## config.mk

```make
export PLATFORM = sky130hd
export DESIGN_NAME = linear_interp_resampler_flat
export DESIGN_NICKNAME = d
export VERILOG_FILES = /design/src/rtl/core/lirs_pkg.sv /design/src/rtl/core/lirs_if.sv /design/src/rtl/core/lirs_mix.sv /design/src/rtl/core/linear_interp_resampler.sv /design/src/flat_wrapper.sv
export SDC_FILE = /design/constraint.sdc
export NUM_CORES = 1
export LEC_CHECK = 0
export BUFFER_PORTS_ARGS = -buffer_cell sky130_fd_sc_hd__buf_2
export CORE_MARGIN = 3
export CORE_UTILIZATION = 40
export CTS_BUF_LIST = sky130_fd_sc_hd__clkbuf_16
export CTS_CLUSTER_SIZE = 16
export DETAILED_ROUTE_END_ITERATION = 16
export PLACE_DENSITY = 0.61
export SYNTH_ARGS = -nofsm -noshare
export SYNTH_HDL_FRONTEND = slang
export SYNTH_SLANG_ARGS = --single-unit
```

## constraint.sdc

```tcl
create_clock -name clk -period 9.8 [get_ports clk]
set_input_delay 1.47 -clock clk [delete_from_list [all_inputs] [get_ports clk]]
set_output_delay 1.47 -clock clk [all_outputs]
set_load 0.02 [all_outputs]
```

## src/rtl/core/lirs_pkg.sv

```systemverilog
// Shared constants and types for the linear interpolation resampler.
package lirs_pkg;

    localparam int FRAC_BITS   = 16;
    localparam int PHASE_W     = FRAC_BITS + 5;
    localparam int STEP_W      = 21;
    localparam int SAMPLE_W    = 16;
    localparam int LEVEL_W     = 16;
    localparam int MAX_RESULTS = 64;
    localparam int CNT_W       = $clog2(MAX_RESULTS);
    localparam int DIFF_W      = SAMPLE_W + 1;
    localparam int PROD_W      = DIFF_W + FRAC_BITS + 1;
    localparam int SUM_W       = SAMPLE_W + 3;

    localparam logic [PHASE_W-1:0] PHASE_ONE  = PHASE_W'(1) << FRAC_BITS;
    localparam logic [STEP_W-1:0]  STEP_RESET = STEP_W'(60211);

    localparam logic OP_SAMPLE = 1'b0;
    localparam logic OP_EMPTY  = 1'b1;

    typedef logic [SAMPLE_W-1:0] sample_t;
    typedef logic [PHASE_W-1:0]  phase_t;

endpackage

```

## src/rtl/core/lirs_if.sv

```systemverilog
// Valid/ready channel interfaces for the resampler input and output.
interface lirs_in_if
    import lirs_pkg::*;
();
    logic                valid;
    logic                ready;
    logic                op;
    logic [SAMPLE_W-1:0] sample;

    modport source (output valid, output op, output sample, input ready);
    modport sink   (input valid, input op, input sample, output ready);
endinterface

interface lirs_out_if
    import lirs_pkg::*;
();
    logic               valid;
    logic               ready;
    logic [LEVEL_W-1:0] level;
    logic               last;

    modport source (output valid, output level, output last, input ready);
    modport sink   (input valid, input level, input last, output ready);
endinterface

```

## src/rtl/core/lirs_mix.sv

```systemverilog
// Interpolation datapath: one registered signed multiply and an offset add.
module lirs_mix
    import lirs_pkg::*;
(
    input  logic                 clk,
    input  logic                 load,
    input  sample_t              older,
    input  sample_t              newer,
    input  logic [FRAC_BITS-1:0] frac,
    output logic [LEVEL_W-1:0]   level
);

    logic [SAMPLE_W-1:0]      uo;
    logic [SAMPLE_W-1:0]      un;
    logic signed [DIFF_W-1:0] diff;
    logic signed [PROD_W-1:0] prod_reg;
    logic [SAMPLE_W-1:0]      base_reg;
    logic signed [PROD_W-FRAC_BITS-1:0] shifted;
    logic signed [SUM_W-1:0]  sum;

    // Offset binary view of both samples; the mix is base + diff * frac.
    assign uo   = older ^ {1'b1, {(SAMPLE_W-1){1'b0}}};
    assign un   = newer ^ {1'b1, {(SAMPLE_W-1){1'b0}}};
    assign diff = $signed({1'b0, un}) - $signed({1'b0, uo});

    always_ff @(posedge clk)
    begin
        if (load)
        begin
            prod_reg <= PROD_W'(diff * $signed({1'b0, frac}));
            base_reg <= uo;
        end
    end

    assign shifted = prod_reg[PROD_W-1:FRAC_BITS];
    assign sum     = $signed({{(SUM_W-SAMPLE_W){1'b0}}, base_reg})
                   + SUM_W'(shifted);

    always_comb
    begin
        if (sum < 0)
            level = '0;
        else if (sum > $signed(SUM_W'({LEVEL_W{1'b1}})))
            level = '1;
        else
            level = sum[LEVEL_W-1:0];
    end

endmodule

```

## src/rtl/core/linear_interp_resampler.sv

```systemverilog
// Top level of the linear interpolation sample rate converter.
//
//  Channel   Role    Payload             Notes
//  in_ch     sink    op, sample          one source sample or an empty marker
//  out_ch    source  level, last         offset-binary sample, last of its item
//  cfg       write   cfg_we, cfg_wdata   phase_step, Q5.16 source advance
//
// An input transaction is taken only while the sequencer is idle. An item that
// emits results runs ST_MUL, ST_FORM and ST_HOLD for each of them, an item with
// no results visits ST_MUL only, and priming items leave the sequencer idle.
// Each result passes through the shared multiplier and one add stage, then
// waits in the output register for as long as the sink holds ready low.
// Reset clears the sample pair, the phase and the priming count, and loads
// the step register with its default.
module linear_interp_resampler
    import lirs_pkg::*;
(
    input  logic              clk,
    input  logic              rst_n,
    lirs_in_if.sink           in_ch,
    lirs_out_if.source        out_ch,
    input  logic              cfg_we,
    input  logic [STEP_W-1:0] cfg_wdata
);

    typedef enum logic [1:0] {ST_IDLE, ST_MUL, ST_FORM, ST_HOLD} state_t;

    state_t              state_reg;
    logic [STEP_W-1:0]   step_reg;
    sample_t             older_reg;
    sample_t             newer_reg;
    phase_t              phase_reg;
    logic [1:0]          prime_reg;
    logic [CNT_W-1:0]    cnt_reg;
    logic                out_valid_reg;
    logic [LEVEL_W-1:0]  level_reg;
    logic                last_reg;

    sample_t             in_value;
    logic                in_fire;
    logic [PHASE_W:0]    phase_sum;
    phase_t              phase_next;
    logic [LEVEL_W-1:0]  mix_level;
    logic                mix_load;

    assign in_ch.ready  = (state_reg == ST_IDLE);
    assign in_fire      = in_ch.valid && in_ch.ready;
    assign out_ch.valid = out_valid_reg;
    assign out_ch.level = level_reg;
    assign out_ch.last  = last_reg;

    // An empty marker repeats the newer held sample.
    assign in_value = (in_ch.op == OP_EMPTY) ? newer_reg : in_ch.sample;

    // Phase advance saturates at the top of the phase range.
    assign phase_sum  = {1'b0, phase_reg} + (PHASE_W+1)'(step_reg);
    assign phase_next = phase_sum[PHASE_W] ? '1 : phase_sum[PHASE_W-1:0];

    // The multiplier is loaded only when the phase is below one, so the
    // fraction bits are the whole phase there.
    assign mix_load = (state_reg == ST_MUL) && (phase_reg < PHASE_ONE);

    lirs_mix u_mix (
        .clk   (clk),
        .load  (mix_load),
        .older (older_reg),
        .newer (newer_reg),
        .frac  (phase_reg[FRAC_BITS-1:0]),
        .level (mix_level)
    );

    always_ff @(posedge clk or negedge rst_n)
    begin
        if (!rst_n)
        begin
            state_reg     <= ST_IDLE;
            step_reg      <= STEP_RESET;
            older_reg     <= '0;
            newer_reg     <= '0;
            phase_reg     <= '0;
            prime_reg     <= '0;
            cnt_reg       <= '0;
            out_valid_reg <= 1'b0;
        end
        else
        begin
            if (cfg_we)
                step_reg <= cfg_wdata;

            case (state_reg)
                ST_IDLE:
                begin
                    if (in_fire)
                    begin
                        if (prime_reg == 2'd0)
                        begin
                            // The first priming item fills both samples.
                            older_reg <= in_value;
                            newer_reg <= in_value;
                            prime_reg <= 2'd1;
                        end
                        else if (prime_reg == 2'd1)
                        begin
                            newer_reg <= in_value;
                            prime_reg <= 2'd2;
                        end
                        else
                        begin
                            older_reg <= newer_reg;
                            newer_reg <= in_value;
                            if (phase_reg >= PHASE_ONE)
                                phase_reg <= phase_reg - PHASE_ONE;
                            cnt_reg   <= '0;
                            state_reg <= ST_MUL;
                        end
                    end
                end
                ST_MUL:
                begin
                    // A phase still at one or more means this item emits no
                    // further result.
                    if (phase_reg < PHASE_ONE)
                        state_reg <= ST_FORM;
                    else
                        state_reg <= ST_IDLE;
                end
                ST_FORM:
                begin
                    level_reg     <= mix_level;
                    last_reg      <= (phase_next >= PHASE_ONE) ||
                                     (cnt_reg == CNT_W'(MAX_RESULTS - 1));
                    phase_reg     <= phase_next;
                    out_valid_reg <= 1'b1;
                    state_reg     <= ST_HOLD;
                end
                ST_HOLD:
                begin
                    if (out_ch.ready)
                    begin
                        out_valid_reg <= 1'b0;
                        cnt_reg       <= cnt_reg + CNT_W'(1);
                        state_reg     <= last_reg ? ST_IDLE : ST_MUL;
                    end
                end
                default:
                begin
                    state_reg <= ST_IDLE;
                end
            endcase
        end
    end

    // The input side is never open while a result waits in the output register.
    a_no_overlap: assert property (@(posedge clk) disable iff (!rst_n)
        !(out_valid_reg && in_ch.ready))
        else $error("input ready while a result is pending");

    // The sixty-fourth result of an item is always marked as its last.
    a_cap_last: assert property (@(posedge clk) disable iff (!rst_n)
        out_valid_reg && (cnt_reg == CNT_W'(MAX_RESULTS - 1)) |-> last_reg)
        else $error("result cap reached without last");

    // After the last result is taken the block is ready for the next item.
    a_last_idle: assert property (@(posedge clk) disable iff (!rst_n)
        out_ch.valid && out_ch.ready && out_ch.last |=> in_ch.ready)
        else $error("block not idle after last result");

    // No result leaves before the sample pair is primed.
    a_primed: assert property (@(posedge clk) disable iff (!rst_n)
        (prime_reg != 2'd2) |-> !out_valid_reg)
        else $error("result emitted while priming");

endmodule
```

## src/flat_wrapper.sv

```systemverilog
// flat-port wrapper written by rule: the top's interface ports become plain ports
module linear_interp_resampler_flat import lirs_pkg::*;
  (clk, rst_n, cfg_we, cfg_wdata, in_ch_valid, in_ch_op, in_ch_sample, in_ch_ready, out_ch_valid, out_ch_level, out_ch_last, out_ch_ready);
  lirs_in_if in_ch_i ();
  lirs_out_if out_ch_i ();
  input  logic clk;
  input  logic rst_n;
  input  logic cfg_we;
  input  logic [STEP_W-1:0] cfg_wdata;
  input wire logic [$bits(in_ch_i.valid)-1:0] in_ch_valid;
  input wire logic [$bits(in_ch_i.op)-1:0] in_ch_op;
  input wire logic [$bits(in_ch_i.sample)-1:0] in_ch_sample;
  output wire logic [$bits(in_ch_i.ready)-1:0] in_ch_ready;
  output wire logic [$bits(out_ch_i.valid)-1:0] out_ch_valid;
  output wire logic [$bits(out_ch_i.level)-1:0] out_ch_level;
  output wire logic [$bits(out_ch_i.last)-1:0] out_ch_last;
  input wire logic [$bits(out_ch_i.ready)-1:0] out_ch_ready;
  assign in_ch_i.valid = in_ch_valid;
  assign in_ch_i.op = in_ch_op;
  assign in_ch_i.sample = in_ch_sample;
  assign in_ch_ready = in_ch_i.ready;
  assign out_ch_valid = out_ch_i.valid;
  assign out_ch_level = out_ch_i.level;
  assign out_ch_last = out_ch_i.last;
  assign out_ch_i.ready = out_ch_ready;
  linear_interp_resampler u_core (.clk(clk), .rst_n(rst_n), .in_ch(in_ch_i), .out_ch(out_ch_i), .cfg_we(cfg_we), .cfg_wdata(cfg_wdata));
endmodule
```

==> flow_metrics.py <==
metrics = {
    "route": {
        "first_iter_violations": 759,
        "avgRoutedWirePerCell_um": 17.5,
        "drtAntennaViolNets": 0,
        "drtPass1Iterations": 5,
        "wl_um": 44100,
        "remaining_drc_errors": 0,
        "viasPerCell": 5.08,
        "dr_total_vias": 12805,
    },
    "grt": {
        "grt_pass1_vias": 13782,
        "grt_usage_pct": 19.3,
        "grt_start_max_net_pins": 46,
        "grt_overflow": 0,
        "antenna_found_initial": 0,
        "grt_pass1_wl_um": 73100,
    },
    "synth": {
        "synthTopCellsByArea": "fa_1, dfrtp_1, ha_1",
        "syn_nets": 2355,
        "synth_common_cells": "inv_1, fa_1, nand2_1",
        "synth_area_um2": 18100,
        "synth_ff_type": "dfrtp_1",
        "syn_area_per_cell_um2": 9.58,
        "synth_enable_flop_cells": 51,
        "netlist.area_leader.share_pct": 30.9,
        "synthDistinctLibCells": 88,
        "ys_seq_area_share_pct": 20.3,
        "async_reset_ff_share_pct": 62.5,
        "syn_inst": 1891,
        "synth_seq_cells": 136,
        "synth_warnings": 0,
        "post-synth-top-count-cell": "inv_1",
        "yosysTopAreaCell": "fa_1",
    },
    "final_layout": {
        "nNetsFinal": 2381,
        "syn_to_final_growth_pct": 8.08,
        "antenna_cells": 0,
        "fillers": 4352,
        "layout.cells.non_filler": 2522,
        "drive_above_1_share_pct": 9.48,
        "final_area_um2": 19600,
    },
    "clock_network": {
        "post_cts_resized": 0,
        "cts-root-buf": "clkbuf_16",
        "clk_pin_slew_worst_paths_ns": 0.06,
        "cts_tree": "done",
        "cts_hold_buf": 0,
        "clock_latency_ns": 0.43,
        "htree_num_levels": 4,
        "clockBufferDepth": 2,
        "cts_made_buffers": 17,
        "clkSinkCount": 136,
        "cts_setup_buffers": 0,
    },
    "floorplanning": {
        "io_pins": 62,
        "start_util_pct": 40.7,
        "rows": 77,
        "die_h_um": 219,
        "fp.dieArea_um2": 47900,
        "die_x_um": 219,
        "fp.coreArea_um2": 44500,
    },
    "worst_setup_path": {
        "cpPeakStageDelay_ns": 0.86,
        "cp.arrival_ns": 8.65,
        "start_kind": "flip-flop",
        "crit_type": "reg -> reg",
        "crit_top_cell": "inv_1",
        "endpoint_kind": "flip-flop",
        "path_delay_family": "compound AO/OA/AOI/OAI gates",
        "cp.required_ns": 9.96,
        "critPathSlowestCell": "a31oi_2",
        "critPathBufInv": 7,
        "cp_max_fo": 16,
    },
    "sta": {
        "post-route-period-util_pct": 86.6,
        "period_needed_ns": 8.49,
        "max_freq_mhz": 118,
        "setup-tns-final_ns": 0,
        "rsz0062_at_grt": "no",
        "slew_viol_final": 0,
        "slew-limit-headroom_pct": 22.4,
        "setup_viol_count_final": 0,
        "finalHoldViolCount": 0,
        "worst_pin_slew_ns": 1.16,
        "fin_skew_ns": 0.0147,
    },
    "place": {
        "io_buffers": 61,
        "routabilityCongestion": 0.866,
        "dp.cells": 2490,
        "dp_hpwl_um": 35800,
        "placed_area_um2": 19000,
    },
    "min_path": {
        "hold_class": "reg -> reg",
    },
    "outcome": {
        "status": "completed",
    },
    "job": {
        "drv_cap": 0,
    },
}
## layer usage
metal | part of all wire (%) | global-route usage [%] | vias up | wire (um)
met5 | 0 | 0 | - | 0
met4 | 1.6 | 4.10 | 0 | 726
met3 | 3.3 | 2.66 | 47 | 1460
met2 | 49 | 33.1 | 217 | 21600
met1 | 46 | 26.3 | 6493 | 20300
li1 | - | - | 6048 | -
## tightest hold or removal path: cells and delay by family (launching register included)
family / cells / cell delay [ns]
flip-flops: 1 / 0.34
AND/OR/NAND/NOR: 2 / 0.11
## layout make-up
class / count / area, um^2 / share of cell area (%)
timing repair buffer: 77 / 428 / 2.19
inverter: 372 / 1400 / 7.13
multi-input combinational: 1313 / 12800 / 65.4
sequential: 136 / 3670 / 18.8
clock buffer: 18 / 450 / 2.30
clock inverter: 14 / 82.6 / 0.422
tap: 592 / 741 / 3.78
## cell usage in the layout (no fill, tap or decap), types with 30 or more instances in the layout
master    Yosys  routed
nand2_1     207     207
xnor2_1      40      36
inv_1       372     374
mux2_2       33      33
ha_1        141     141
fa_1        280     280
and2_1      120     120
edfxtp_1     51      51
a21oi_1      71      70
o21ai_0      70      69
nor2_1       65      65
buf_2         6      60
dfrtp_1      75      75
nor2b_1      30      30
## through the flow
step	setup slack (ns)	utilization, %	hold WS (ns)
global route	0.701	44.0	0.502
finish	1.31	44.0	0.474
detailed placement	1.34	42.8	0.455
CTS	1.28	44.0	0.477
floorplan	2.18	-	0.446
global placement	1.39	42.8	0.457
## cells by family (layout without fill, tap and decap cells)
group | after synthesis | in the layout | synth area share, %
fa+ha+maj | 421 | 421 | 40.7
xor+xnor | 67 | 67 | 3.24
simple gates | 515 | 515 | 14.0
mux | 40 | 40 | 2.45
flops | 136 | 136 | 20.3
buf+inv | 442 | 481 | 9.26
compound gates | 270 | 270 | 10.1
## worst paths after layout
check	to	cells past startpoint	start	slack [ns]
max in group asynchronous	u_core.newer_reg[1]$_DFFE_PN0P_	2	rst_n	7.80
worst max-delay path	u_core.u_mix.prod_reg[29]$_DFFE_PP_	31	u_core.older_reg[1]$_DFFE_PN0P_	1.31
worst min-delay path	u_core.out_ch.valid$_DFFE_PN0P_	2	u_core.out_ch.valid$_DFFE_PN0P_	0.47
worst max register to register	u_core.u_mix.prod_reg[29]$_DFFE_PP_	31	u_core.older_reg[1]$_DFFE_PN0P_	1.31
worst min register to register	u_core.out_ch.valid$_DFFE_PN0P_	2	u_core.out_ch.valid$_DFFE_PN0P_	0.47
min in group asynchronous	u_core.step_reg[20]$_DFFE_PN0P_	1	rst_n	1.01
Power is left out: the tool's default activity adds up to more than one toggle a clock period on the data nets, which glitch-free logic cannot reach.
